File: config.mk
export PLATFORM = sky130hd
export DESIGN_NAME = disk_head_scheduler_top
export DESIGN_NICKNAME = d
export VERILOG_FILES = /design/src/hdl/dhs_pkg.sv /design/src/hdl/disk_head_scheduler_top.sv
export SDC_FILE = /design/constraint.sdc
export NUM_CORES = 2
export LEC_CHECK = 0
export BUFFER_PORTS_ARGS = -buffer_cell sky130_fd_sc_hd__buf_4
export CELL_PAD_IN_SITES_DETAIL_PLACEMENT = 1
export CELL_PAD_IN_SITES_GLOBAL_PLACEMENT = 2
export CORE_UTILIZATION = 44
export CTS_CLUSTER_DIAMETER = 40
export DETAILED_ROUTE_END_ITERATION = 10
export GPL_ROUTABILITY_DRIVEN = 0
export PLACE_DENSITY = 0.8
export RECOVER_POWER = 25
export SLEW_MARGIN = 20
export SYNTH_ARGS = -nofsm -noshare
export SYNTH_HDL_FRONTEND = slang
export SYNTH_SLANG_ARGS = --single-unit
export TNS_END_PERCENT = 30
File: constraint.sdc
create_clock -name aclk -period 11.63 [get_ports aclk]
set_clock_uncertainty 0.1 [all_clocks]
set_input_delay 3.489 -clock aclk [delete_from_list [all_inputs] [get_ports aclk]]
set_output_delay 3.489 -clock aclk [all_outputs]
set_load 0.01 [all_outputs]
File: src/hdl/dhs_pkg.sv
// ============================================================================
// Disk head scheduler package
// Shared constants, types and helpers for the disk head scheduler.
// ============================================================================
package dhs_pkg;

    localparam int MaxRequests = 64;
    localparam int TrackBits   = 12;
    localparam int IdxBits     = $clog2(MaxRequests);
    localparam int CntBits     = $clog2(MaxRequests + 1);
    localparam int TravelBits  = 18;
    localparam logic [TravelBits-1:0] TravelMax = '1;

    typedef logic [TrackBits-1:0]  track_t;
    typedef logic [IdxBits-1:0]    idx_t;
    typedef logic [CntBits-1:0]    cnt_t;
    typedef logic [TravelBits-1:0] travel_t;

    typedef enum logic [1:0] {
        MODE_FCFS   = 2'd0,
        MODE_SSTF   = 2'd1,
        MODE_LOOK_L = 2'd2,
        MODE_LOOK_H = 2'd3
    } mode_t;

    localparam logic CFG_MODE  = 1'b0;
    localparam logic CFG_START = 1'b1;

    typedef enum logic [2:0] {
        ST_LOAD,
        ST_SCAN,
        ST_WAIT,
        ST_PICK,
        ST_EMIT
    } state_t;

    function automatic track_t gap(input track_t a, input track_t b);
        gap = (a > b) ? track_t'(a - b) : track_t'(b - a);
    endfunction

endpackage

File: src/hdl/disk_head_scheduler_top.sv
// ============================================================================
// Disk head scheduler top level
// Stores a batch of track requests, then emits them in FCFS, SSTF or LOOK
// order with the total head travel on the final result.
// ============================================================================
//  channel   dir  handshake         payload
//  s_axis    in   tvalid/tready     tdata = track, tlast = last
//  m_axis    out  tvalid/tready     tdata = served_track, total_distance,
//                                   tlast = final_res, tuser = overflow
//  cfg       in   cfg_we            cfg_index, cfg_wdata
//
// Requests load at one per cycle into the request memory.
// After the last request, each SSTF or LOOK result takes a scan over the stored
// requests (one memory read per cycle), then the wait, pick and emit states.
// A LOOK batch adds one empty scan when a sweep group runs dry.
// FCFS results pass once through scan, wait, pick and emit (registered read).
// Reset is synchronous; no clearing pass is needed: each load writes a clear mark.
// A stalled result holds the scan; input is refused until the batch ends.
module disk_head_scheduler_top (
    input  logic        aclk,
    input  logic        aresetn,
    input  logic        s_tvalid,
    output logic        s_tready,
    input  logic [15:0] s_tdata,   // [11:0] track
    input  logic        s_tlast,
    output logic        m_tvalid,
    input  logic        m_tready,
    output logic [31:0] m_tdata,   // [11:0] served_track, [29:12] total_distance
    output logic        m_tlast,   // final_res
    output logic        m_tuser,   // [0] overflow
    input  logic        cfg_we,
    input  logic [0:0]  cfg_index,
    input  logic [11:0] cfg_wdata
);

    dhs_pkg::mode_t   mode_reg;
    dhs_pkg::track_t  start_reg;
    dhs_pkg::state_t  state_reg, state_next;
    dhs_pkg::cnt_t    count_reg;
    dhs_pkg::cnt_t    scan_reg;
    dhs_pkg::track_t  head_reg;
    dhs_pkg::travel_t travel_reg;
    logic             drop_reg;
    dhs_pkg::cnt_t    done_reg;
    logic             phase_reg;     // LOOK: 0 first group, 1 second group
    logic             best_vld_reg;
    dhs_pkg::idx_t    best_idx_reg;
    dhs_pkg::track_t  best_trk_reg;
    dhs_pkg::track_t  best_key_reg;
    logic             rd_vld_reg;
    dhs_pkg::idx_t    rd_idx_reg;

    dhs_pkg::track_t  mem [dhs_pkg::MaxRequests];
    logic             mark_mem [dhs_pkg::MaxRequests];
    dhs_pkg::track_t  rd_data_reg;
    logic             rd_mark_reg;
    dhs_pkg::idx_t    rd_addr;

    logic in_acc, out_acc;
    assign in_acc  = s_tvalid && s_tready;
    assign out_acc = m_tvalid && m_tready;
    assign s_tready = (state_reg == dhs_pkg::ST_LOAD);
    assign m_tvalid = (state_reg == dhs_pkg::ST_EMIT);

    always_ff @(posedge aclk) begin
        if (!aresetn) begin
            mode_reg  <= dhs_pkg::MODE_FCFS;
            start_reg <= '0;
        end else if (cfg_we) begin
            unique case (cfg_index)
                dhs_pkg::CFG_MODE:  mode_reg  <= dhs_pkg::mode_t'(cfg_wdata[1:0]);
                dhs_pkg::CFG_START: start_reg <= cfg_wdata;
                default: ;
            endcase
        end
    end

    // Memories: a load writes the track and a clear served mark, a pick sets
    // the mark; both are read once per scan cycle.
    assign rd_addr = (mode_reg == dhs_pkg::MODE_FCFS) ? done_reg[dhs_pkg::IdxBits-1:0]
                                                       : scan_reg[dhs_pkg::IdxBits-1:0];
    always_ff @(posedge aclk) begin
        if (in_acc && count_reg < dhs_pkg::cnt_t'(dhs_pkg::MaxRequests)) begin
            mem[count_reg[dhs_pkg::IdxBits-1:0]]      <= s_tdata[dhs_pkg::TrackBits-1:0];
            mark_mem[count_reg[dhs_pkg::IdxBits-1:0]] <= 1'b0;
        end else if (state_reg == dhs_pkg::ST_PICK && best_vld_reg) begin
            mark_mem[best_idx_reg] <= 1'b1;
        end
        rd_data_reg <= mem[rd_addr];
        rd_mark_reg <= mark_mem[rd_addr];
    end

    // Candidate evaluation on the registered read.
    logic            lower_grp, want_lower, eligible, better;
    dhs_pkg::track_t key;
    always_comb begin
        lower_grp  = rd_data_reg <= start_reg;
        want_lower = (mode_reg == dhs_pkg::MODE_LOOK_L) ? !phase_reg : phase_reg;
        eligible   = !rd_mark_reg;
        key        = dhs_pkg::gap(rd_data_reg, head_reg);
        better     = 1'b0;
        unique case (mode_reg)
            dhs_pkg::MODE_SSTF: better = !best_vld_reg || key < best_key_reg;
            dhs_pkg::MODE_LOOK_L, dhs_pkg::MODE_LOOK_H: begin
                eligible = eligible && (lower_grp == want_lower);
                better = !best_vld_reg || (want_lower ? rd_data_reg > best_trk_reg
                                                      : rd_data_reg < best_trk_reg);
            end
            default: better = 1'b1;
        endcase
    end

    logic scan_end;
    assign scan_end = (mode_reg == dhs_pkg::MODE_FCFS) ? 1'b1 : (scan_reg == count_reg);

    always_comb begin
        state_next = state_reg;
        unique case (state_reg)
            dhs_pkg::ST_LOAD: if (in_acc && s_tlast) state_next = dhs_pkg::ST_SCAN;
            dhs_pkg::ST_SCAN: if (scan_end) state_next = dhs_pkg::ST_WAIT;
            dhs_pkg::ST_WAIT: state_next = dhs_pkg::ST_PICK;
            dhs_pkg::ST_PICK: begin
                if (best_vld_reg)           state_next = dhs_pkg::ST_EMIT;
                else if (phase_reg == 1'b0 && mode_reg != dhs_pkg::MODE_FCFS &&
                         mode_reg != dhs_pkg::MODE_SSTF)
                                            state_next = dhs_pkg::ST_SCAN;
                else                        state_next = dhs_pkg::ST_LOAD;
            end
            dhs_pkg::ST_EMIT: if (out_acc)
                state_next = (done_reg == count_reg) ? dhs_pkg::ST_LOAD
                                                      : dhs_pkg::ST_SCAN;
            default: state_next = dhs_pkg::ST_LOAD;
        endcase
    end

    dhs_pkg::track_t   emit_trk_reg;
    dhs_pkg::travel_t  sum_ext;
    logic [dhs_pkg::TravelBits:0] sum_raw;
    assign sum_raw = {1'b0, travel_reg} +
                     (dhs_pkg::TravelBits+1)'(dhs_pkg::gap(best_trk_reg, head_reg));
    assign sum_ext = sum_raw[dhs_pkg::TravelBits] ? dhs_pkg::TravelMax
                                                  : sum_raw[dhs_pkg::TravelBits-1:0];

    always_ff @(posedge aclk) begin
        if (!aresetn) begin
            state_reg    <= dhs_pkg::ST_LOAD;
            count_reg    <= '0;
            drop_reg     <= 1'b0;
            done_reg     <= '0;
            scan_reg     <= '0;
            phase_reg    <= 1'b0;
            best_vld_reg <= 1'b0;
            rd_vld_reg   <= 1'b0;
            head_reg     <= '0;
            travel_reg   <= '0;
        end else begin
            state_reg <= state_next;
            rd_vld_reg <= (state_reg == dhs_pkg::ST_SCAN) &&
                          ((mode_reg == dhs_pkg::MODE_FCFS) ? (done_reg != count_reg)
                                                             : !scan_end);
            unique case (state_reg)
                dhs_pkg::ST_LOAD: if (in_acc) begin
                    if (count_reg < dhs_pkg::cnt_t'(dhs_pkg::MaxRequests))
                        count_reg <= count_reg + 1'b1;
                    else
                        drop_reg <= 1'b1;
                    if (s_tlast) begin
                        head_reg     <= start_reg;
                        travel_reg   <= '0;
                        done_reg     <= '0;
                        scan_reg     <= '0;
                        phase_reg    <= 1'b0;
                        best_vld_reg <= 1'b0;
                    end
                end
                dhs_pkg::ST_SCAN: begin
                    if (!scan_end || mode_reg == dhs_pkg::MODE_FCFS)
                        rd_idx_reg <= rd_addr;
                    if (!scan_end) scan_reg <= scan_reg + 1'b1;
                end
                dhs_pkg::ST_PICK: begin
                    scan_reg <= '0;
                    if (best_vld_reg) begin
                        emit_trk_reg <= best_trk_reg;
                        travel_reg   <= sum_ext;
                        head_reg     <= best_trk_reg;
                        done_reg     <= done_reg + 1'b1;
                    end else if (state_next == dhs_pkg::ST_SCAN) begin
                        phase_reg <= 1'b1;
                    end
                end
                dhs_pkg::ST_EMIT: if (out_acc) begin
                    best_vld_reg <= 1'b0;
                    if (done_reg == count_reg) begin
                        count_reg <= '0;
                        done_reg  <= '0;
                        drop_reg  <= 1'b0;
                    end
                end
                default: ;
            endcase
            // Registered-read candidate update (SCAN and WAIT cycles).
            if (rd_vld_reg && eligible && better) begin
                best_vld_reg <= 1'b1;
                best_idx_reg <= rd_idx_reg;
                best_trk_reg <= rd_data_reg;
                best_key_reg <= key;
            end
        end
    end

    logic final_res;
    assign final_res = (done_reg == count_reg);
    assign m_tdata = {2'b00, (final_res ? travel_reg : dhs_pkg::travel_t'(0)), emit_trk_reg};
    assign m_tlast = final_res;
    assign m_tuser = drop_reg;

    a_no_load_emit: assert property (@(posedge aclk) disable iff (!aresetn)
        !(s_tready && m_tvalid)) else $error("load and emit overlap");
    a_done_bound: assert property (@(posedge aclk) disable iff (!aresetn)
        done_reg <= count_reg) else $error("served more than stored");
    a_hold_result: assert property (@(posedge aclk) disable iff (!aresetn)
        m_tvalid && !m_tready |=> m_tvalid && $stable(m_tdata) && $stable(m_tlast) &&
        $stable(m_tuser)) else $error("stalled result changed");

endmodule
==> metrics.txt <==
hold slack 322 ps; First-pass DRT Iterations 5; share of the synthesized area in the top cell type between 60% and 70%; Final ANT Viol Nets 0; Post-Synth Adder-Cell Area 3.13%; first-pass GRT wire length 172000 um; Post-CTS Setup Inserts 0; fin crit share 70.5%; largest family of logic cells by synthesized area simple AND/OR/NAND/NOR gates; clk buf depth 3; outcome finished with violations; synthesized flop and latch total 965; die height just over 300 um; clk sink count 965; P_leak roughly 17 nW; pre-CTS setup slack between 4000 and 5000 ps; slowest CP cell clkbuf_1; Pins Over Slew Limit 849; Max FO, Critical Path 70; post-synthesis simple-gate area fraction around 11%; Power Density 185 nW/um^2; CP bufs+invs 3; # H-tree levels 4; number of fill cells 9155; Max Clock Freq 122 MHz; synth unique cells 74; cell count after synthesis approximately 3000; sequential fraction of design power 43.5%; RSZ-0062 raised after global routing no; xor/xnor cell area share of the yosys netlist 1.29%; sw frac 24.1%; Setup TNS 0 ps; via count 26000; Least-Margin Pin Slew 4180 ps; initial antenna violation count 3; commonest cells after routing, fill and taps aside 880 x edfxtp_1, 547 x nand2_1, 141 x clkbuf_16; CTS clk-pin slew, worst paths 60 ps; dominant synthesized flop cell edfxtp_1; Comb pwr share slightly below 8%; Critical Path End Type flop; family with the most delay on the worst path buffers and inverters; CP Launch Type flop; post-DR vias/cell ~5.8; layout net count 3212; CTS tree yes; Ant. Diodes 0; Hold Vio Cnt, Final 0; number of global-route vias before repair 27200; Post-synth EDFFs 880; Worst Hold Class flop to flop; GRT Total Usage between 20 and 25%; placed cell areas 43200 um^2; FFs w/ async S/R, synth 0%; multiplexer share of the synthesized area 6.45%; post-synthesis sequential area ratio 67.7%; NetSw 2.14 mW; GRT overflow 0; Die X 309 um; CTS Root Cell clkbuf_16; crit path kind flop to flop; num rows around 110; part of the power in the clock network 48.5%; top cells by area, synth edfxtp_1 64%, mux4_2 5.6%, nand2_1 4.9%, dfxtp_1 4.1%, ha_1 2.9%; Final setup viols 0; routed len/inst 25.7 um; Starting Density 44.4%; total CTS buffers approximately 140; failing checks capacitance limit, slew limit; crit path DAT around 8700 ps; CP cell instances nor2_1 -> mux2i_4 -> clkbuf_1 -> inv_8 -> buf_4 -> mux4_2 -> a22oi_1 -> nand3_1 -> and4_1; worst setup margin 3440 ps; Area Growth Syn to Fin 15.8%; DR iter-0 viols 2196; # DRC 0; Final min period 8190 ps; HPWL after detailed placement 68800 um; drt total wl 114000 um; Clk Latency, worst-skew pair 730 ps; MaxCap Viol Count 14; crit-path max cell delay 2280 ps; relative slew slack -179%; compound-gate portion of the synthesized area 7.67%; mapped cell area 41500 um^2; final core utilization between 50% and 60%; P_int between 6 and 7 mW; max FFs per register roughly 770; worst path required time 12150 ps; VDD IR max 0.116 mV; post-CTS resize count 0; share of layout cells above drive strength 1 15.6%; hold_buf cts 0; I/O pin total 71; Die ar. 95600 um^2; Syn Area/Cell 13.8 um^2; core footprint approximately 93000 um^2; Non-Filler Cell Area, Final 48100 um^2; Yosys warning count 0; area leader, netlist edfxtp_1; commonest non-fill, non-tap cell in the layout edfxtp_1; Reg2Reg Setup Slack 3440 ps; largest net degree at the start of global routing 133; I/O Buffers 64
-- layout make-up --
| type | count | area [um^2] | share of cell area, % |
|---|---|---|---|
| Clock inverter | 92 | 1180 | 2.46 |
| Multi-Input combinational cell | 1792 | 12600 | 26.1 |
| Clock buffer | 165 | 3660 | 7.61 |
| Inverter | 84 | 333 | 0.692 |
| Tap cell | 1254 | 1570 | 3.26 |
| Timing Repair Buffer | 94 | 666 | 1.38 |
| Sequential cell | 965 | 28100 | 58.5 |
-- stage by stage --
step	power, mW	instances
after floorplan	4.37	3013
after global placement	4.61	4189
after detailed placement	4.63	4189
after CTS	8.94	4446
after global routing	9.13	4446
final	8.88	4446
-- power by group through the flow --
| stage | clock network [mW] | registers (mW) | logic (mW) |
|---|---|---|---|
| after floorplan | 0 | 3.91 | 0.465 |
| after global placement | 0 | 3.93 | 0.679 |
| after detailed placement | 0 | 3.93 | 0.703 |
| after CTS | 4.37 | 3.86 | 0.711 |
| after global routing | 4.49 | 3.87 | 0.776 |
| final | 4.31 | 3.87 | 0.705 |
-- worst paths after layout --
check | start | to | cells after the start
worst max-delay path | mode_reg[1] | rd_data_reg[4] | 9
worst min-delay path | rd_idx_reg[0] | best_idx_reg[0] | 0
worst max register to register | mode_reg[1] | rd_data_reg[4] | 9
worst min register to register | rd_idx_reg[0] | best_idx_reg[0] | 0
-- worst register-to-register path, stage by stage, from the launching register on --
cell,delay (ps)
dfxtp_1,450
nor2_1,1670
mux2i_4,420
clkbuf_1,2280
inv_8,800
buf_4,740
mux4_2,610
a22oi_1,480
nand3_1,230
and4_1,310
-- Yosys cell counts, types with 9 or more instances --
cell      instances
a22oi_1          53
buf_1            10
edfxtp_1        880
nor2b_1          17
ha_1             96
nand4_1          17
and2_1           28
o211ai_1         65
buf_4            11
nand2b_1         12
nand3b_1         11
nor3_1           12
buf_2            42
and3_1           60
o211a_1          15
nand3_1         120
a21boi_0         18
xnor2_1          25
mux2i_1          19
a31oi_1          74
o21a_1           10
mux4_2          104
a21o_1           28
inv_1            81
dfxtp_1          85
a21oi_1          55
o21ai_0          33
xor2_1           36
nor2_1          185
clkbuf_1        108
mux2_2            9
nand2_1         547
and4_1           14
a311oi_1         44
-- cell families (layout without fill, tap and decap cells) --
kind of cell / Yosys count / in the layout
adder cells (fa/ha/maj): 101 / 101
AO/OA/AOI/OAI: 447 / 447
flip-flops: 965 / 965
XOR/XNOR: 61 / 61
multiplexers: 134 / 134
AND/OR/NAND/NOR: 1047 / 1047
other: 1 / 2
buffers and inverters: 256 / 435
-- layer usage --
layer	track usage [%]	vias up	share of wire, %
met3	3.60	220	5.4
met2	39.8	830	49
met5	0	-	0.017
met1	32.4	13400	42
li1	-	11500	-
met4	9.90	2	3.4
Note: power is estimated with default switching activity, not from simulation.
